File: src/container_trace_classifier_core_defines.svh
// Assertion macros for the container trace classifier core.
// Used by the top level only; no other dependencies.
`ifndef CONTAINER_TRACE_CLASSIFIER_CORE_DEFINES_SVH
`define CONTAINER_TRACE_CLASSIFIER_CORE_DEFINES_SVH

`ifndef SYNTH
// Condition in this cycle implies a consequence in the same cycle.
`define CTC_ASSERT_NOW(label, clk, rst_n, cond, conseq) \
    label: assert property (@(posedge clk) disable iff (!rst_n) (cond) |-> (conseq)) \
        else $error("ctc: same-cycle check failed");
// Condition in this cycle implies a consequence in the next cycle.
`define CTC_ASSERT_NEXT(label, clk, rst_n, cond, conseq) \
    label: assert property (@(posedge clk) disable iff (!rst_n) (cond) |=> (conseq)) \
        else $error("ctc: next-cycle check failed");
`else
`define CTC_ASSERT_NOW(label, clk, rst_n, cond, conseq)
`define CTC_ASSERT_NEXT(label, clk, rst_n, cond, conseq)
`endif

`endif

File: src/ctc_pkg.sv
// Shared types, codes and helpers for the container trace classifier.
// No dependencies.
package ctc_pkg;

    localparam int VALUE_FIELD_BITS = 16;

    // Bit positions in the pass flags.
    localparam int PASS_STK  = 0;
    localparam int PASS_FIFO = 1;
    localparam int PASS_HEAP = 2;

    localparam logic KIND_INSERT = 1'b0;
    localparam logic KIND_REMOVE = 1'b1;

    typedef enum logic [2:0] {
        VERDICT_IMPOSSIBLE = 3'd0,
        VERDICT_STACK      = 3'd1,
        VERDICT_QUEUE      = 3'd2,
        VERDICT_PRIO       = 3'd3,
        VERDICT_UNSURE     = 3'd4
    } t_verdict;

    typedef struct packed {
        logic                        kind;
        logic [VALUE_FIELD_BITS-1:0] value;
        logic                        last;
    } t_in_word;

    typedef struct packed {
        logic     stack_ok;
        logic     queue_ok;
        logic     heap_ok;
        t_verdict verdict;
        logic     overflow;
        logic     final_res;
    } t_out_word;

    // Operation broadcast to every cell of the row.
    typedef struct packed {
        logic stk_push;
        logic stk_pop;
        logic fifo_ins;
        logic fifo_pop;
        logic heap_ins;
        logic heap_pop;
    } t_cell_cmd;

    typedef struct packed {
        logic [2:0] pass;
        logic       ovf;
    } t_ctc_status;

    function automatic t_verdict f_verdict(input logic [2:0] pass);
        t_verdict res;
        unique case (pass)
            3'b000:  res = VERDICT_IMPOSSIBLE;
            3'b001:  res = VERDICT_STACK;
            3'b010:  res = VERDICT_QUEUE;
            3'b100:  res = VERDICT_PRIO;
            default: res = VERDICT_UNSURE;
        endcase
        return res;
    endfunction

endpackage

File: src/ctc_ctrl.sv
// Controller: counts, pass flags, overflow, head checks, the command for the
// cell row and the result register. Depends on ctc_pkg.
module ctc_ctrl #(
    parameter int DEPTH = 256,
    parameter int W     = 16,
    parameter int CW    = 9
) (
    input  logic                 i_clk,
    input  logic                 i_rst_n,
    input  logic                 i_in_valid,
    output logic                 o_in_ready,
    input  ctc_pkg::t_in_word    i_in,
    output logic                 o_out_valid,
    input  logic                 i_out_ready,
    output ctc_pkg::t_out_word   o_out,
    input  logic [W-1:0]         i_stk_head,
    input  logic [W-1:0]         i_fifo_head,
    input  logic [W-1:0]         i_heap_head,
    output ctc_pkg::t_cell_cmd   o_cmd,
    output logic [W-1:0]         o_value,
    output logic [CW-1:0]        o_fifo_cnt,
    output logic [CW-1:0]        o_heap_cnt,
    output ctc_pkg::t_ctc_status o_status
);
    import ctc_pkg::*;

    localparam logic [CW-1:0] FULL = CW'(DEPTH);
    localparam logic [CW-1:0] ONE  = CW'(1);

    logic [CW-1:0] r_stk_cnt, n_stk_cnt;
    logic [CW-1:0] r_fifo_cnt, n_fifo_cnt;
    logic [CW-1:0] r_heap_cnt, n_heap_cnt;
    logic [2:0]    r_pass, n_pass;
    logic          r_ovf, n_ovf;
    logic          r_out_valid;
    t_out_word     r_out;
    t_out_word     res;
    t_cell_cmd     cmd;
    logic          acc;
    logic [W-1:0]  value;

    assign value      = i_in.value[W-1:0];
    assign o_in_ready = !r_out_valid || i_out_ready;
    assign acc        = i_in_valid && o_in_ready;

    always_comb begin
        n_stk_cnt  = r_stk_cnt;
        n_fifo_cnt = r_fifo_cnt;
        n_heap_cnt = r_heap_cnt;
        n_pass     = r_pass;
        n_ovf      = r_ovf;
        cmd        = '0;
        if (acc) begin
            if (i_in.kind == KIND_REMOVE) begin
                if (r_pass[PASS_STK]) begin
                    if (r_stk_cnt != '0 && i_stk_head == value) begin
                        cmd.stk_pop = 1'b1;
                        n_stk_cnt   = r_stk_cnt - ONE;
                    end else begin
                        n_pass[PASS_STK] = 1'b0;
                    end
                end
                if (r_pass[PASS_FIFO]) begin
                    if (r_fifo_cnt != '0 && i_fifo_head == value) begin
                        cmd.fifo_pop = 1'b1;
                        n_fifo_cnt   = r_fifo_cnt - ONE;
                    end else begin
                        n_pass[PASS_FIFO] = 1'b0;
                    end
                end
                if (r_pass[PASS_HEAP]) begin
                    if (r_heap_cnt != '0 && i_heap_head == value) begin
                        cmd.heap_pop = 1'b1;
                        n_heap_cnt   = r_heap_cnt - ONE;
                    end else begin
                        n_pass[PASS_HEAP] = 1'b0;
                    end
                end
            end else begin
                // A full live model drops the word and raises overflow.
                if (r_pass[PASS_STK]) begin
                    if (r_stk_cnt == FULL) begin
                        n_ovf = 1'b1;
                    end else begin
                        cmd.stk_push = 1'b1;
                        n_stk_cnt    = r_stk_cnt + ONE;
                    end
                end
                if (r_pass[PASS_FIFO]) begin
                    if (r_fifo_cnt == FULL) begin
                        n_ovf = 1'b1;
                    end else begin
                        cmd.fifo_ins = 1'b1;
                        n_fifo_cnt   = r_fifo_cnt + ONE;
                    end
                end
                if (r_pass[PASS_HEAP]) begin
                    if (r_heap_cnt == FULL) begin
                        n_ovf = 1'b1;
                    end else begin
                        cmd.heap_ins = 1'b1;
                        n_heap_cnt   = r_heap_cnt + ONE;
                    end
                end
            end
        end

        res.stack_ok  = n_pass[PASS_STK];
        res.queue_ok  = n_pass[PASS_FIFO];
        res.heap_ok   = n_pass[PASS_HEAP];
        res.verdict   = f_verdict(n_pass);
        res.overflow  = n_ovf;
        res.final_res = i_in.last;

        if (acc && i_in.last) begin
            n_stk_cnt  = '0;
            n_fifo_cnt = '0;
            n_heap_cnt = '0;
            n_pass     = 3'b111;
            n_ovf      = 1'b0;
        end
    end

    always_ff @(posedge i_clk) begin
        if (!i_rst_n) begin
            r_stk_cnt   <= '0;
            r_fifo_cnt  <= '0;
            r_heap_cnt  <= '0;
            r_pass      <= 3'b111;
            r_ovf       <= 1'b0;
            r_out_valid <= 1'b0;
        end else begin
            r_stk_cnt  <= n_stk_cnt;
            r_fifo_cnt <= n_fifo_cnt;
            r_heap_cnt <= n_heap_cnt;
            r_pass     <= n_pass;
            r_ovf      <= n_ovf;
            if (acc) begin
                r_out_valid <= 1'b1;
            end else if (i_out_ready) begin
                r_out_valid <= 1'b0;
            end
        end
    end

    always_ff @(posedge i_clk) begin
        if (acc) begin
            r_out <= res;
        end
    end

    assign o_out_valid     = r_out_valid;
    assign o_out           = r_out;
    assign o_cmd           = cmd;
    assign o_value         = value;
    assign o_fifo_cnt      = r_fifo_cnt;
    assign o_heap_cnt      = r_heap_cnt;
    assign o_status.pass   = r_pass;
    assign o_status.ovf    = r_ovf;

endmodule
File: config.mk
export PLATFORM = sky130hd
export DESIGN_NAME = ctc_ctrl
export DESIGN_NICKNAME = d
export VERILOG_FILES = /design/src/container_trace_classifier_core_defines.svh /design/src/ctc_pkg.sv /design/src/ctc_ctrl.sv
export SDC_FILE = /design/constraint.sdc
export NUM_CORES = 1
export LEC_CHECK = 0
export ABC_AREA = 1
export BUFFER_PORTS_ARGS = -buffer_cell sky130_fd_sc_hd__buf_2
export CAP_MARGIN = 15
export CORE_ASPECT_RATIO = 1.5
export CORE_MARGIN = 3
export CORE_UTILIZATION = 50
export DETAILED_ROUTE_END_ITERATION = 8
export PLACE_DENSITY = 0.87
export SLEW_MARGIN = 25
export SYNTH_ARGS = -nofsm -noshare
export SYNTH_HDL_FRONTEND = slang
export SYNTH_SLANG_ARGS = --single-unit
File: constraint.sdc
create_clock -name i_clk -period 4.23 [get_ports i_clk]
set_input_delay 0.2115 -clock i_clk [delete_from_list [all_inputs] [get_ports i_clk]]
set_output_delay 0.2115 -clock i_clk [all_outputs]
set_load 0.005 [all_outputs]
==> impl_results.md, run 1 <==
* Fmax at 0.4755 GHz
* RSZ-0062 raised after global routing: false
* Met2 Usage GRT at 0.4328
* Clock Path Buffers at 2
* Hold Path Stages at 1
* Max_slew headroom at 0.5039
* Crit. End Element: flip-flop
* Setup_tns at 0 ps
* Mapped Cells at approximately 500
* Vias at 3506
* Dpl cells at 681
* Hold-fix buffers, CTS at 0
* Max Slew Vio Count at 0
* Worst Path Required at 4470 ps
* CP peak stage delay at roughly 500 ps
* Maximum vdd ir drop at 0.1385 mV
* Die height at 106.9 um
* # nets final at 706
* CP Buf/Inv Count at 2
* Grt ovf at 0
* Grt met1 use at 0.2171
* First-pass GRT wire length at 14120 um
* Final setup fails at 0
* Worst skew pair latency at 300 ps
* HPWL after DPL at 6783 um
* DRC viols at 0
* Number of clock buffers inserted by TritonCTS at 5
* Final ANT Viol Nets at 0
* Min cycle time layout at 2103 ps
* Slew @ Worst Pin at 743.3 ps
* Worst hold margin at between 90 and 100 ps
* I/O pins at 124
* DP Worst Slack at 1867 ps
* Vias in the first global route at approximately 3400
* Combinational power share at 0.313
* P&R area growth vs syn at 20.18%
* Vias/cell at between 5 and 6
* Initial antenna violation count at 0
* Tcrit/Tclk final at 0.4972
* Gpl congestion at 0.8814
* Endpoints failing hold at 0
* CORE AREA at between 6000 and 7000 um2
* Cell family with most CP delay: buffers and inverters
* Total Wirelength at 8550 um
* Synthesized area at 3391 um2
* Tot GR Track Use at 0.2228
* Hold path startpoint: i_in[0]
* Crit-path cells: buf_2 -> inv_2 -> fa_1 -> o21ai_0 -> nand4_1 -> nand2_1 -> xor2_1 -> nand2_1 -> a21oi_1
* Syn avg cell area at just under 7 um2
* FF-to-FF path depth at 8
* Setup WS post-layout at 2127 ps
* Met3 GRT Util at 0.03471
* Starting Density at 0.5192
* Pleak at 2.234 nW
* Clk network pwr share at 0.297
* Largest net degree at the start of global routing at 28
* R2R setup slack at 2280 ps
* R2r startpoint: o_heap_cnt[0]$_SDFFE_PP0P_
* Seq pwr share at 0.390
* CP Launch Type: input pin
* CP max-delay cell: fa_1
* Outcome: completed
* Reg clk slew, reported paths at 90 ps
* Die W at 73.24 um
* IO buf count at 123
* Worst Setup SP: i_in[17]
* GR peak layer: met2
* Routed wire per std cell at 12.41 um
* Clock skew at about 6.5 ps
* Crit path kind: input pin to flip-flop
* Switching Share at 0.3336
* CTS-repair resized insts at 0
* Hold path endpoint: o_out[0]$_DFFE_PP_
* Die Area at a little under 8000 um2
* # H-tree levels at 2
* Worst Path Arrival at 2350 ps
* First-iteration detailed-routing DRC count at around 140
* Worst path most repeated cell: nand2_1
* Post-synthesis sequential area ratio at 0.2598
* Cell row count at 36
* Post-Layout Cell Count at 689
* CTS root buf: clkbuf_8
* Hold Crit Class: input pin to flip-flop
* Crit-path max FO at 26
* R2r endpoint: o_heap_cnt[8]$_SDFFE_PP0P_
* Ys Warns at 0
* N_diodes at 0
* Cell Int Power at 0.7435 mW
* First drt pass iteration count at 4
* CTS tree: yes
* Layout cells sized above 1 at 0.2414
* Pwr/cell area at 273.8 nW/um2
* Post-synthesis cell type count at 32
* Syn Nets at around 600
* NetSw at 0.3722 mW
* Postcts setup bufs at 0
* #FFs+latches synth at 40
* Max-capacitance violation count at 0
* Clk sinks at 40
==> stage by stage <==
| stage | instance area (um2) | power (mW) | utilization |
|---|---|---|---|
| final | 4075 | 1.116 | 0.6239 |
| after global routing | 4075 | 1.190 | 0.6239 |
| after CTS | 4075 | 1.121 | 0.6239 |
| after detailed placement | 3960 | 0.7892 | 0.6063 |
| after global placement | 3960 | 0.7799 | 0.6063 |
| after floorplan | 3391 | 0.6760 | - |
==> worst max-delay path by stage <==
stage          cells after the start                         end  slack, ps
6_report                           9  o_heap_cnt[8]$_SDFFE_PP0P_       2130
3_5_place_dp                       9  o_heap_cnt[8]$_SDFFE_PP0P_       1870
5_1_grt                            9  o_fifo_cnt[8]$_SDFFE_PP0P_       1970
2_1_floorplan                      9  o_heap_cnt[8]$_SDFFE_PP0P_       2460
4_1_cts                            9  o_heap_cnt[8]$_SDFFE_PP0P_       2160
3_3_place_gp                       9  o_heap_cnt[8]$_SDFFE_PP0P_       1900
==> sequential cells by signal (all words and copies together), names as in the netlist <==
name / count
r_ovf: 1
r_pass: 3
r_stk_cnt: 9
o_fifo_cnt: 9
o_out: 8
o_heap_cnt: 9
o_out_valid: 1
==> cells in the mapped netlist, drive strengths merged <==
cell | number | area share
edfxtp | 8 | 0.071
or2 | 1 | 0.0018
o21a | 2 | 0.0044
a21boi | 1 | 0.0022
nand3 | 16 | 0.024
nand2b | 1 | 0.0018
fa | 3 | 0.018
nand4 | 6 | 0.011
o21ai | 35 | 0.053
o21bai | 2 | 0.0044
xor2 | 18 | 0.046
buf | 19 | 0.041
clkbuf | 1 | 0.0011
o22ai | 1 | 0.0018
nor2 | 81 | 0.092
xnor2 | 39 | 0.10
a21o | 1 | 0.0022
a211oi | 1 | 0.0022
a21oi | 24 | 0.037
dfxtp | 32 | 0.19
nand2 | 125 | 0.15
nor3 | 3 | 0.0044
ha | 21 | 0.077
inv | 61 | 0.068
==> layout make-up <==
class | count | area, um2
timing repair buffer | 123 | 615.6
tap | 76 | 95.09
sequential | 40 | 880.8
fill | 608 | 2456
inverter | 61 | 229.0
clock inverter | 3 | 46.29
clock buffer | 5 | 68.82
multi-input combinational | 381 | 2140
==> power by group through the flow <==
stage | Sequential (mW) | Combinational [mW] | Clock [mW]
6_report | 0.435 | 0.349 | 0.331
5_1_grt | 0.439 | 0.396 | 0.355
4_1_cts | 0.435 | 0.350 | 0.336
3_5_place_dp | 0.444 | 0.345 | 0
3_3_place_gp | 0.443 | 0.337 | 0
2_1_floorplan | 0.442 | 0.234 | 0
==> kinds of logic after synthesis <==
family                   share of synthesized area
adder cells (fa/ha/maj)                    0.09520
XOR/XNOR                                    0.1472
AO/OA/AOI/OAI                               0.1066
AND/OR/NAND/NOR                             0.2819
flip-flops                                  0.2598
buffers and inverters                       0.1092
==> worst reg2reg max path, stage by stage (launching register included) <==
cell and delay (ps):
dfxtp_1 420, inv_1 110, fa_1 430, o21ai_0 370, nand4_1 130, nand2_1 100
xor2_1 150, nand2_1 70, a21oi_1 110
==> layer usage <==
layer  vias to the layer above  wire [um]
li1                       1794          -
met1                      1549       3023
met2                       137       4577
met3                        26        689
met4                         0        260
met5                         -          0
==> placed cells by master (no fill, tap or decap), types with 2 or more instances in the layout <==
| cell | n |
|---|---|
| ha_1 | 21 |
| buf_2 | 123 |
| o21bai_1 | 2 |
| xnor2_1 | 39 |
| nand2_1 | 119 |
| a21oi_1 | 23 |
| nor3_1 | 3 |
| edfxtp_1 | 8 |
| o21a_1 | 2 |
| o21ai_0 | 31 |
| inv_1 | 56 |
| fa_1 | 3 |
| o21ai_1 | 3 |
| nor2_2 | 3 |
| clkbuf_8 | 5 |
| xor2_1 | 18 |
| nor2_1 | 78 |
| dfxtp_1 | 32 |
| inv_2 | 5 |
| nand2_4 | 3 |
| nand2_2 | 3 |
| nand4_1 | 6 |
| nand3_1 | 16 |
Note: power is estimated with default switching activity, not from simulation.
==> run 2, diff against run 1 <==
CORE_UTILIZATION = 46   (was 50)
PLACE_DENSITY = 0.84   (was 0.87)
clock period = 1.9 ns   (was 4.23 ns; I/O delays follow)
==> impl_results.md, run 2 (synthesis results as in run 1) <==
* Layout cells sized above 1 at 0.2500
* I/O pins at 124
* HPWL after DPL at around 7300 um
* Die height at 111.2 um
* Grt ovf at 0
* CTS tree: yes
* Max_slew headroom at 0.5551
* Postcts setup bufs at 0
* Clk sinks at 40
* Final ANT Viol Nets at 0
* Leading cell types in the layout, fill and taps excluded: 123 x buf_2, 119 x nand2_1, 78 x nor2_1
* IO buf count at 123
* Starting Density at 0.4851
* Routed wire per std cell at 12.50 um
* Vias in the first global route at 3443
* Maximum vdd ir drop at 0.3647 mV
* First drt pass iteration count at 4
* P&R area growth vs syn at 23.06%
* Setup_tns at 0 ps
* Endpoints failing hold at 0
* # H-tree levels at 2
* Worst skew pair latency at just over 300 ps
* Max Slew Vio Count at 0
* Pwr/cell area at around 600 nW/um2
* Reg clk slew, reported paths at 90 ps
* First-iteration detailed-routing DRC count at 144
* # nets final at 713
* First-pass GRT wire length at 14900 um
* Pleak at 2.274 nW
* Most common cell after layout, fill and taps aside: buf_2
* Tot GR Track Use at 0.2109
* Worst Path Required at 2160 ps
* Max-capacitance violation count at 0
* CORE AREA at 6990 um2
* Hold Crit Class: input pin to flip-flop
* Crit path kind: flip-flop to flip-flop
* Vias/cell at 4.877
* Final setup fails at 0
* Number of clock buffers inserted by TritonCTS at 5
* CP Launch Type: flip-flop
* Hold Path Stages at 2
* CTS root buf: clkbuf_8
* Die W at 76.10 um
* Cell row count at 37
* Initial antenna violation count at 0
* Tcrit/Tclk final at 0.9226
* Clock Path Buffers at 2
* Min cycle time layout at 1753 ps
* Die Area at 8459 um2
* Gpl congestion at 0.9026
* Vias at 3497
* Clock skew at 12.72 ps
* DRC viols at 0
* Fmax at about 0.57 GHz
* R2R setup slack at ~150 ps
* Outcome: completed
* N_diodes at 0
* Crit. End Element: flip-flop
* Crit-path max FO at 4
* Largest net degree at the start of global routing at 26
* RSZ-0062 raised after global routing: false
* Tot Pwr at 2.507 mW
* FF-to-FF path depth at 8
* Total Wirelength at 8962 um
* Worst Path Arrival at 2010 ps
* Slew @ Worst Pin at 666.6 ps
==> run 2: changes by cell type in the layout (fill, tap and decap cells not counted) <==
cell / change
o21ai_0: -1
o21ai_2: +1
buf_4: +5
dlygate4sd3_1: +1
buf_12: +1
==> run 2: final cells by class <==
class	count	area (um2)
clock inverters	3	46.29
fillers	641	2818
flip-flops and latches	40	880.8
repair buffers	130	683.2
inverters	61	229.0
clock buffers	5	68.82
well taps	97	121.4
multi-input cells	381	2143
==> run 2: path summary, 6_finish.rpt <==
kind	end	start
min	o_out_valid$_SDFFE_PN0P_	i_rst_n
min reg2reg	r_ovf$_SDFF_PP0_	r_ovf$_SDFF_PP0_
max reg2reg	r_stk_cnt[8]$_SDFFE_PP0P_	r_stk_cnt[0]$_SDFFE_PP0P_
max	r_stk_cnt[8]$_SDFFE_PP0P_	r_stk_cnt[0]$_SDFFE_PP0P_
==> run 2: per-layer routing <==
layer / vias up / track usage / share of wire
met1: 1556 / 0.2076 / 0.38
met3: 21 / 0.05610 / 0.064
met2: 118 / 0.3987 / 0.52
met4: 0 / 0.1064 / 0.033
met5: - / 0 / 0
li1: 1802 / - / -
==> run 2: through the flow <==
step / hold slack [ps] / area, um2 / utilization / setup WS, ps / instances
final: 58.12 / 4173 / 0.5969 / 147.1 / 717
after global placement: 290.5 / 4044 / 0.5785 / 193.8 / 708
after floorplan: 193.9 / 3391 / - / 176.7 / 502
after CTS: 50.75 / 4169 / 0.5964 / 97.05 / 717
after detailed placement: 296.3 / 4044 / 0.5785 / 135.2 / 708
after global routing: 53.90 / 4173 / 0.5969 / 24.02 / 717
==> run 2: what timing repair did <==
item                                    CTS  global route
hold endpoints to repair                  1             0
endpoints found under the setup margin    0             3
resized for setup                         0             2
hold buffers                              1             0
==> run 2: report_power, final <==
part | internal, mW | switching (mW) | leakage, nW
Clock | 0.396 | 0.340 | 0.0548
Sequential | 0.924 | 0.0453 | 0.338
Combinational | 0.351 | 0.451 | 1.88
Total | 1.67 | 0.836 | 2.27
==> run 2: worst max-delay path, stage by stage, from the launching register on <==
cell and delay [ps]:
dfxtp_1 370, inv_1 80, fa_1 430, o21ai_1 270, nand4_1 130, nand2_1 90
xor2_1 150, nand2_1 80, a21oi_2 120
