### src/container_trace_classifier_core_defines.svh
// Assertion macros for the container trace classifier core.
// Used by the top level only; no other dependencies.
`ifndef CONTAINER_TRACE_CLASSIFIER_CORE_DEFINES_SVH
`define CONTAINER_TRACE_CLASSIFIER_CORE_DEFINES_SVH

`ifndef SYNTH
// Condition in this cycle implies a consequence in the same cycle.
`define CTC_ASSERT_NOW(label, clk, rst_n, cond, conseq) \
    label: assert property (@(posedge clk) disable iff (!rst_n) (cond) |-> (conseq)) \
        else $error("ctc: same-cycle check failed");
// Condition in this cycle implies a consequence in the next cycle.
`define CTC_ASSERT_NEXT(label, clk, rst_n, cond, conseq) \
    label: assert property (@(posedge clk) disable iff (!rst_n) (cond) |=> (conseq)) \
        else $error("ctc: next-cycle check failed");
`else
`define CTC_ASSERT_NOW(label, clk, rst_n, cond, conseq)
`define CTC_ASSERT_NEXT(label, clk, rst_n, cond, conseq)
`endif

`endif

### src/ctc_pkg.sv
// Shared types, codes and helpers for the container trace classifier.
// No dependencies.
package ctc_pkg;

    localparam int VALUE_FIELD_BITS = 16;

    // Bit positions in the pass flags.
    localparam int PASS_STK  = 0;
    localparam int PASS_FIFO = 1;
    localparam int PASS_HEAP = 2;

    localparam logic KIND_INSERT = 1'b0;
    localparam logic KIND_REMOVE = 1'b1;

    typedef enum logic [2:0] {
        VERDICT_IMPOSSIBLE = 3'd0,
        VERDICT_STACK      = 3'd1,
        VERDICT_QUEUE      = 3'd2,
        VERDICT_PRIO       = 3'd3,
        VERDICT_UNSURE     = 3'd4
    } t_verdict;

    typedef struct packed {
        logic                        kind;
        logic [VALUE_FIELD_BITS-1:0] value;
        logic                        last;
    } t_in_word;

    typedef struct packed {
        logic     stack_ok;
        logic     queue_ok;
        logic     heap_ok;
        t_verdict verdict;
        logic     overflow;
        logic     final_res;
    } t_out_word;

    // Operation broadcast to every cell of the row.
    typedef struct packed {
        logic stk_push;
        logic stk_pop;
        logic fifo_ins;
        logic fifo_pop;
        logic heap_ins;
        logic heap_pop;
    } t_cell_cmd;

    typedef struct packed {
        logic [2:0] pass;
        logic       ovf;
    } t_ctc_status;

    function automatic t_verdict f_verdict(input logic [2:0] pass);
        t_verdict res;
        unique case (pass)
            3'b000:  res = VERDICT_IMPOSSIBLE;
            3'b001:  res = VERDICT_STACK;
            3'b010:  res = VERDICT_QUEUE;
            3'b100:  res = VERDICT_PRIO;
            default: res = VERDICT_UNSURE;
        endcase
        return res;
    endfunction

endpackage

### src/ctc_cell.sv
// One cell of the storage row: one stack entry, one queue entry and one
// entry of the sorted priority list. Depends on ctc_pkg.
module ctc_cell #(
    parameter int W = 16
) (
    input  logic                 i_clk,
    input  ctc_pkg::t_cell_cmd   i_cmd,
    input  logic [W-1:0]         i_value,
    input  logic                 i_fifo_here,
    input  logic                 i_heap_occ,
    input  logic                 i_prev_gt,
    output logic                 o_gt,
    input  logic [W-1:0]         i_prev_stk,
    input  logic [W-1:0]         i_next_stk,
    input  logic [W-1:0]         i_next_fifo,
    input  logic [W-1:0]         i_prev_heap,
    input  logic [W-1:0]         i_next_heap,
    output logic [W-1:0]         o_stk,
    output logic [W-1:0]         o_fifo,
    output logic [W-1:0]         o_heap
);
    import ctc_pkg::*;

    logic [W-1:0] r_stk, n_stk;
    logic [W-1:0] r_fifo, n_fifo;
    logic [W-1:0] r_heap, n_heap;

    // The priority list is kept in descending order, so the cells where the
    // new value is larger, and the free cells, form one run at the end of the row.
    assign o_gt = !i_heap_occ || (i_value > r_heap);

    always_comb begin
        n_stk  = r_stk;
        n_fifo = r_fifo;
        n_heap = r_heap;
        if (i_cmd.stk_push) begin
            n_stk = i_prev_stk;
        end else if (i_cmd.stk_pop) begin
            n_stk = i_next_stk;
        end
        if (i_cmd.fifo_ins && i_fifo_here) begin
            n_fifo = i_value;
        end else if (i_cmd.fifo_pop) begin
            n_fifo = i_next_fifo;
        end
        if (i_cmd.heap_ins && o_gt) begin
            n_heap = i_prev_gt ? i_prev_heap : i_value;
        end else if (i_cmd.heap_pop) begin
            n_heap = i_next_heap;
        end
    end

    always_ff @(posedge i_clk) begin
        r_stk  <= n_stk;
        r_fifo <= n_fifo;
        r_heap <= n_heap;
    end

    assign o_stk  = r_stk;
    assign o_fifo = r_fifo;
    assign o_heap = r_heap;

endmodule

### config.mk
export PLATFORM = sky130hd
export DESIGN_NAME = ctc_cell
export DESIGN_NICKNAME = d
export VERILOG_FILES = /design/src/container_trace_classifier_core_defines.svh /design/src/ctc_pkg.sv /design/src/ctc_cell.sv
export SDC_FILE = /design/constraint.sdc
export NUM_CORES = 1
export LEC_CHECK = 0
export BUFFER_PORTS_ARGS = -buffer_cell sky130_fd_sc_hd__clkbuf_2
export CAP_MARGIN = 0
export CORE_MARGIN = 2
export CORE_UTILIZATION = 44
export CTS_CLUSTER_DIAMETER = 50
export DETAILED_ROUTE_END_ITERATION = 10
export HOLD_SLACK_MARGIN = 0.05
export PLACE_DENSITY = 0.9
export SLEW_MARGIN = 20
export SYNTH_ARGS = -nofsm -noshare
export SYNTH_HDL_FRONTEND = slang
export SYNTH_SLANG_ARGS = --single-unit
### constraint.sdc
create_clock -name i_clk -period 2.8 [get_ports i_clk]
set_input_delay 0.28 -clock i_clk [delete_from_list [all_inputs] [get_ports i_clk]]
set_output_delay 0.28 -clock i_clk [all_outputs]
set_load 0.02 [all_outputs]
==> impl_results.md, run 1 <==
* Status: finished, final reports clean
* Pre-CTS setup slack at 128.6 ps
* Routed vias/inst at 5.033
* CTS Hold Bufs at 0
* Setup_tns at 0 ps
* Setup ws final at 177.2 ps
* Critical-path cell list: inv_1 -> ha_1 -> nand4_2 -> nor2_1 -> or4_1 -> o311a_1 -> or2_2
* Initial core utilization at 45.53%
* Top cells by area, synth: edfxtp_1, mux2_2, ha_1
* Die W at 82.50 microns
* Syn Area/Cell at 14.42 sq um
* Register bit total from synthesis at 48
* Max_cap viols at 0
* Gate Count Post-Synth at 188
* 1st-pass router iterations at 4
* Post-synth EDFFs at 48
* RSZ-0062 raised after global routing: no
* Clock Tree Root: clkbuf_8
* Highest clock rate at 0.3813 GHz
* Worst slew margin at 53.66%
* Detail Placement HPWL at 5569 microns
* Final Hold Fails at 0
* CTS Buf Count at 5
* Maximum vdd drop at 0.0002168 V
* Antenna-violating nets left at 0
* Commonest non-fill, non-tap cell in the layout: clkbuf_2
* Commonest non-fill, non-tap cells in the layout: clkbuf_2, mux2_2, edfxtp_1
* Slew @ Worst Pin at 695.1 ps
* Antenna violations before repair at 0
* N_diodes at 0
* Synthesized cell area at 0.002711 sq mm
* # IOs at 155
* Wire length per cell at 15.53 microns
* Core region area at 0.005956 sq mm
* Synth area leader: edfxtp_1
* Grt ovf at 0
* Longest Clk Path Bufs at 2
* Pwr/cell area at 502.7 mW/mm^2
* Number of distinct library cells after synthesis at 30
* Crit-path slowest cell: or4_1
* Nets@finish at 468
* HP Class: input pin to flop
* Max incr delay on CP at 530 ps
* CTS Sinks at 48
* CTS clk-pin slew, worst paths at 80 ps
* Vias in the first global route at 2150
* Share of layout cells above drive strength 1 at 66.28%
* Die area at 0.006806 sq mm
* Setup violators final at 0
* CP Class: flop to flop
* Pins over their slew limit at 0
* Synth-to-Final Area Change at 34.38%
* Sequential share of the synthesized area at 53.16%
* Crit path required time at 2790 ps
* Num rows at 28
* Overall Global Routing Usage at 19.61%
* Height of the die at 82.50 microns
* Worst setup EP type: flop
* Top FF cell, synth: edfxtp_1
* Pin count of the biggest net entering global routing at 18
* Synth Warn # at 0
* First-pass GRT wire length at 9832 microns
* CTS tree: done
* GPL Wtd Cong at 0.8090
* Clk_lat worst skew at 290 ps
* Post-synth ARST share at 0%
* Final worst-path cycle share at 93.67%
* DRT Wirelength at 6553 microns
* Final Skew at 4.967 ps
* Pleak at 1.755 nW
* Total Power at 1.832 mW
* First-iteration detailed-routing DRC count at 95
* Critical-path maximum fanout at 16
* DR vias at 2124
* Htree depth at 2
* Hold WS at 275.9 ps
* Crit path DAT at 2610 ps
* Min Tclk post-route at 2623 ps
* Mapped Nets at 310
* Port Buf Inserts at 154
* Fillers at 483
* Share of the synthesized area in the top cell type at 53.16%
* Startpoint types: flop
* Drt drc at 0
==> final timing paths <==
check	from	end	slack [ps]	depth (start not counted)
setup / recovery	o_heap[14]	o_heap[8]	180	7
hold / removal	i_next_fifo[0]	o_fifo[0]	280	3
setup reg to reg	o_heap[14]	o_heap[8]	180	7
hold reg to reg	o_heap[0]	o_heap[14]	1310	6
==> power by group <==
group / total (mW) / switching, mW / internal, mW / leakage, nW
logic: 0.525 / 0.288 / 0.236 / 1.23
registers: 0.920 / 0.0287 / 0.891 / 0.484
clock network: 0.387 / 0.213 / 0.174 / 0.0399
total: 1.83 / 0.530 / 1.30 / 1.75
==> layer usage <==
metal  vias to the layer above  GRT usage, %  part of all wire (%)
met1                       973         19.65                    34
met3                        11         8.587                    13
met4                         0         7.377                   1.7
met2                       119         35.65                    52
met5                         -             0                     0
li1                       1021             -                     -
==> synthesized netlist by cell type (2+ instances only) <==
library cell	n
a21oi_1	5
and2_1	2
clkbuf_1	4
edfxtp_1	48
ha_1	16
inv_1	16
mux2_2	53
mux2_4	9
nand2_1	7
nand4_1	2
nor4_1	2
o21ai_0	5
or2_2	2
==> sequential cells by signal, summed over array words and instances (netlist names) <==
| register | count |
|---|---|
| o_fifo | 16 |
| o_heap | 16 |
| o_stk | 16 |
==> through the flow <==
stage / instance area, sq um / utilization (%) / std cells
after floorplan: 2711 / - / 188
after global placement: 3556 / 59.71 / 414
after detailed placement: 3556 / 59.71 / 414
after CTS: 3636 / 61.05 / 422
after global routing: 3643 / 61.18 / 422
final: 3643 / 61.18 / 422
==> cell type report <==
class	count	area, sq um	area share [%]
Sequential cell	48	1441	39.56
Multi-Input combinational cell	117	1167	32.04
Timing Repair Buffer	158	800.8	21.98
Tap cell	75	93.84	2.576
Clock buffer	7	76.32	2.095
Inverter	16	60.06	1.648
Clock inverter	1	3.754	0.1030
==> critical path, delay by kind of cell (launching register included) <==
| family | cells | cell delay, ps |
|---|---|---|
| simple gates | 4 | 1230 |
| flops | 1 | 410 |
| compound gates | 1 | 360 |
| fa+ha+maj | 1 | 240 |
| buf+inv | 1 | 90 |
==> repair_timing <==
item                                    in CTS  in global routing
hold endpoints to repair                     0                  0
endpoints found under the setup margin       0                  6
resized for setup                            0                  2
setup buffers                                0                  0
==> cell families after synthesis <==
family,Yosys count,share of synthesized area [%]
DFF,48,53.16
AOI/OAI and AO/OA,15,3.369
adders and majority gates,16,7.383
muxes,62,27.00
and+or+nand+nor,24,5.030
buffers and inverters,23,4.061
Power figures use the tool's default switching activity.
==> run 2: changes to the inputs <==
- CORE_UTILIZATION: 44 -> 38
- PLACE_DENSITY: 0.9 -> 0.81
==> impl_results.md, run 2 (synthesis results as in run 1) <==
* DRT Wirelength at 6723 microns
* Final worst-path cycle share at 95.77%
* CTS Hold Bufs at 0
* GPL Wtd Cong at 0.8326
* Drt drc at 0
* Min-delay src: i_next_fifo[0]
* Num rows at 30
* Sequential fraction of design power at 49.6%
* Hold WS at 263.2 ps
* Startpoint types: flop
* CTS clk-pin slew, worst paths at 90 ps
* Synth-to-Final Area Change at 35.63%
* Uppermost routed layer: met4
* Hold Crit Depth at 3
* HP Class: input pin to flop
* CTS Sinks at 48
* Sw frac at 29.99%
* First-iteration detailed-routing DRC count at 60
* Overall Global Routing Usage at 16.80%
* Critical-path maximum fanout at 4
* Die W at 88.47 microns
* First-pass GRT wire length at 9825 microns
* CTS Buf Count at 5
* DP Area at 0.003582 sq mm
* Internal power at 1.300 mW
* Final Hold Fails at 0
* Crit path required time at 2520 ps
* Sw Pwr at 0.5567 mW
* Pwr/cell area at 504.9 mW/mm^2
* R2r setup slk at 210 ps
* Maximum vdd drop at 0.0002502 V
* Pleak at 1.753 nW
* Met3 WL post-DR at 708 microns
* Htree depth at 2
* Vias in the first global route at 2125
* CP Class: flop to output pin
* Clk pwr share at 22.2%
* Crit path from: o_heap[15]
* RSZ-0062 raised after global routing: no
* Worst Hold Path EP: o_fifo[0]
* Clock Tree Root: clkbuf_8
* Initial core utilization at 39.69%
* Pins over their slew limit at 0
* Pin count of the biggest net entering global routing at 18
* Clk_lat worst skew at 300 ps
* Die area at 0.007827 sq mm
* N_diodes at 0
* Antenna violations before repair at 0
* Worst setup EP type: output pin
* Status: finished, final reports clean
* Fillers at 616
* Core region area at 0.006832 sq mm
* Slew @ Worst Pin at 702.9 ps
* R2r startpoint: o_heap[11]
* Routed met2 length at 3342 microns
* Final Skew at 4.021 ps
* Port Buf Inserts at 154
* Setup_tns at 0 ps
* Final Cell Area at 0.003677 sq mm
* Setup violators final at 0
* Longest Clk Path Bufs at 2
* Highest clock rate at 0.3729 GHz
* # IOs at 155
* DR vias at 2111
* Combinational power share at 28.2%
* Min Tclk post-route at 2682 ps
* Nets@finish at 468
* 1st-pass router iterations at 4
* Detail Placement HPWL at 5654 microns
* Worst R2R Path Depth at 7
* Routed vias/inst at 4.765
* FF+latch area at 0.001441 sq mm
* Commonest non-fill, non-tap cell in the layout: clkbuf_2
* M1 wire length at 2617 microns
* Height of the die at 88.47 microns
* Antenna-violating nets left at 0
* Reg2reg end: o_heap[10]
* CTS tree: done
* Commonest non-fill, non-tap cells in the layout: clkbuf_2, mux2_2, edfxtp_1
* Crit path DAT at 2400 ps
* Max_cap viols at 0
* Wire length per cell at 15.18 microns
* Multi-input combinational cell area at 0.001167 sq mm
* Share of layout cells above drive strength 1 at 66.86%
* Worst slew margin at 53.14%
* Grt ovf at 0
## run 2: changes by cell type in the layout (fill, tap and decap cells not counted)
cell / delta
clkbuf_1: -2
clkinvlp_4: +2
## run 2: cell type report
| cell class | instances | area share (%) |
|---|---|---|
| well taps | 96 | 3.266 |
| flip-flops and latches | 48 | 39.20 |
| multi-input cells | 117 | 31.75 |
| inverters | 16 | 1.633 |
| clock inverters | 3 | 0.5104 |
| repair buffers | 158 | 21.78 |
| clock buffers | 5 | 1.871 |
## run 2: repair_timing
| item | in CTS | in global routing |
|---|---|---|
| setup endpoints to repair | 0 | 1 |
| gates resized for setup | 0 | 2 |
| buffers inserted | 0 | 0 |
## run 2: power by group through the flow
stage          Clock (mW)  Combinational, mW  Sequential, mW
3_5_place_dp            0              0.523           0.939
4_1_cts             0.423              0.525           0.923
2_1_floorplan           0              0.215            1.04
5_1_grt             0.449              0.569           0.931
3_3_place_gp            0              0.513           0.935
6_report            0.412              0.523           0.921
## run 2: per-layer routing
metal / up-vias / GRT usage (%)
li1: 1024 / -
met1: 965 / 17.96
met2: 116 / 30.28
met3: 6 / 7.183
met4: 0 / 4.683
met5: - / 0
## run 2: through the flow
step                      utilization, %  instances  power [mW]  worst slack [ps]
final                              53.83        443       1.857             118.4
after global placement             52.44        435       1.448             260.6
after detailed placement           52.44        435       1.462             211.0
after floorplan                        -        188       1.259             59.36
after CTS                          53.72        443       1.871             140.1
after global routing               53.83        443       1.949             17.95
## run 2: critical path, stage by stage, from the launching register on
cell and delay (ps):
edfxtp_1 350, inv_1 60, ha_1 320, nand4_2 170, nor4_2 370, a21boi_1 280, nor4_1 90, o21ai_0 250
clkbuf_2 220
## run 2: worst max-delay path by stage
stage               cells past startpoint  slack (ps)    endpoint
finish                                  8         120        o_gt
global route                            8          20        o_gt
CTS                                     8         140        o_gt
detailed placement                      8         210  o_heap[12]
global placement                        7         260   o_heap[4]
floorplan                               9          60   o_heap[0]
==> run 3: changes to the inputs <==
- ABC_AREA: unset -> 1
- GPL_TIMING_DRIVEN: unset -> 1
==> impl_results.md, run 3 <==
* Worst R2R Path Depth at 11
* Commonest non-fill, non-tap cells in the layout: clkbuf_2, nand2_1, edfxtp_1
* Crit-path most repeated cell: nand2_1
* Pins over their slew limit at 0
* Post-synth ARST share at 0%
* Pin count of the biggest net entering global routing at 33
* GR peak layer: met2
* Most numerous cell in the Yosys netlist: nand2_1
* Setup violators final at 0
* Gate Count Post-Synth at 316
* Port Buf Inserts at 154
* Met3 Usage GRT at 6.437%
* Top FF cell, synth: edfxtp_1
* Synthesized cell area at 0.002710 sq mm
* Share of the synthesized area in the top cell type at 53.19%
* Synth cell count leaders: nand2_1, edfxtp_1, inv_1
* Slew @ Worst Pin at 617.7 ps
* # Post-CTS Setup Buffers at 0
* Placed insts at 555
* Mapped Nets at 438
* Overall Global Routing Usage at 17.86%
* Max incr delay on CP at 370 ps
* N_diodes at 0
* Num rows at 30
* Crit path DAT at 2180 ps
* Worst setup EP type: flop
* Reg2reg end: o_heap[5]
* Antenna-violating nets left at 0
* Final Hold Fails at 0
* Maximum vdd drop at 0.0002237 V
* Clock Tree Root: clkbuf_8
* Htree depth at 2
* Detail Placement HPWL at 5916 microns
* PostCTS Resize Cnt at 0
* Startpoint types: flop
* Antenna violations before repair at 0
* Routed vias/inst at 4.615
* Synth area leader: edfxtp_1
* Register bit total from synthesis at 48
* RSZ-0062 raised after global routing: no
* Drt drc at 0
* Worst Hold Path EP: o_stk[5]
* Final Skew at 3.020 ps
* CTS Buf Count at 5
* Pwr/cell area at 510.0 mW/mm^2
* Crit-path slowest cell: edfxtp_1
* Crit path from: o_heap[10]
* DRT Wirelength at 6875 microns
* Non-filler cells, final at 563
* Wire length per cell at 12.21 microns
* Grt ovf at 0
* Min Tclk post-route at 2186 ps
* Highest clock rate at 0.4575 GHz
* Critical path's top delay family: simple AND/OR/NAND/NOR gates
* CTS Hold Bufs at 0
* GPL Wtd Cong at 0.8969
* DP Area at 0.003553 sq mm
* Max_cap viols at 0
* HP Class: input pin to flop
* R2r startpoint: o_heap[10]
* CP bufs+invs at 2
* First-pass GRT wire length at 10730 microns
* 1st-pass router iterations at 5
* Height of the die at 88.45 microns
* Final worst-path cycle share at 78.07%
* Setup_tns at 0 ps
* Commonest non-fill, non-tap cell in the layout: clkbuf_2
* Sequential share of the synthesized area at 53.19%
* Die W at 88.45 microns
* Longest Clk Path Bufs at 2
* R2r setup slk at 610 ps
* Fillers at 656
* Final Cell Area at 0.003633 sq mm
* Met1 Use GR at 18.86%
* Clk_lat worst skew at 290 ps
* Syn Area/Cell at 8.576 sq um
* Nets@finish at 588
* Share of layout cells above drive strength 1 at 35.97%
* Synth Warn # at 0
* # IOs at 155
* CP Class: flop to flop
* DR vias at 2598
* Total Power at 1.853 mW
* Pleak at 1.998 nW
* Number of distinct library cells after synthesis at 19
* CTS tree: done
* Vias in the first global route at 2523
* Worst slew margin at 58.72%
* Min-delay src: i_next_stk[5]
* Synth-to-Final Area Change at 34.07%
* Critical-path cell list: inv_1 -> ha_1 -> nand4_1 -> nor3_2 -> nand2_1 -> nand2_1 -> nand2_2 -> nand2_4 -> nand2_4 -> nand2_1 -> buf_4
* CTS clk-pin slew, worst paths at 80 ps
* Critical-path maximum fanout at 18
* Top cells by area, synth: edfxtp_1, nand2_1, ha_1
* Initial core utilization at 39.67%
* M2 GR Usage at 32.95%
* Status: finished, final reports clean
* First-iteration detailed-routing DRC count at 83
* Hold Crit Depth at 3
* Crit path required time at 2790 ps
* CTS Sinks at 48
* Core region area at 0.006832 sq mm
* Post-synth EDFFs at 48
* Die area at 0.007823 sq mm
## run 3: per-stage QoR
step	hold WS, ps	util [%]	setup WS [ps]
finish	243.1	53.19	614.0
CTS	237.5	53.19	609.1
detailed placement	547.7	52.01	620.9
floorplan	458.6	-	523.0
global placement	542.4	52.01	638.4
global route	246.9	53.19	403.1
## run 3: worst max path at each step
stage                     end  slack, ps  depth (start not counted)
floorplan           o_heap[0]        520                         11
CTS                      o_gt        610                          9
finish              o_heap[5]        610                         11
detailed placement  o_heap[2]        620                         11
global route        o_heap[2]        400                         11
global placement    o_heap[2]        640                         11
## run 3: kinds of logic after synthesis
kind of cell,count (synthesis),share of synthesized area [%]
and+or+nand+nor,161,24.38
adders and majority gates,16,7.387
buffers and inverters,51,7.572
DFF,48,53.19
AOI/OAI and AO/OA,40,7.479
## run 3: cell type report
| cell class | instances | area (sq um) | share of cell area (%) |
|---|---|---|---|
| multi-input cells | 217 | 1064 | 29.27 |
| repair buffers | 156 | 785.8 | 21.63 |
| inverters | 38 | 142.6 | 3.926 |
| well taps | 96 | 120.1 | 3.306 |
| clock buffers | 7 | 76.32 | 2.101 |
| clock inverters | 1 | 3.754 | 0.1033 |
| flip-flops and latches | 48 | 1441 | 39.67 |
## run 3: metal layers
metal	part of all wire, %	wire length [microns]	vias to the layer above
li1	-	-	1325
met1	38	2620	1140
met2	50	3413	123
met3	10	717	10
met4	1.8	123	0
met5	0	0	-
## run 3: report_power, final
group          switching [mW]  leakage (nW)  internal (mW)  total, mW
clock network           0.217        0.0399          0.174      0.392
logic                   0.341          1.47          0.194      0.535
registers              0.0301         0.490          0.896      0.926
## run 3: worst reg2reg max path, cell delays in order (launching register included)
cell,delay [ps]
edfxtp_1,370
inv_1,50
ha_1,290
nand4_1,130
nor3_2,180
nand2_1,80
nand2_1,70
nand2_2,60
nand2_4,170
nand2_4,160
nand2_1,100
buf_4,240
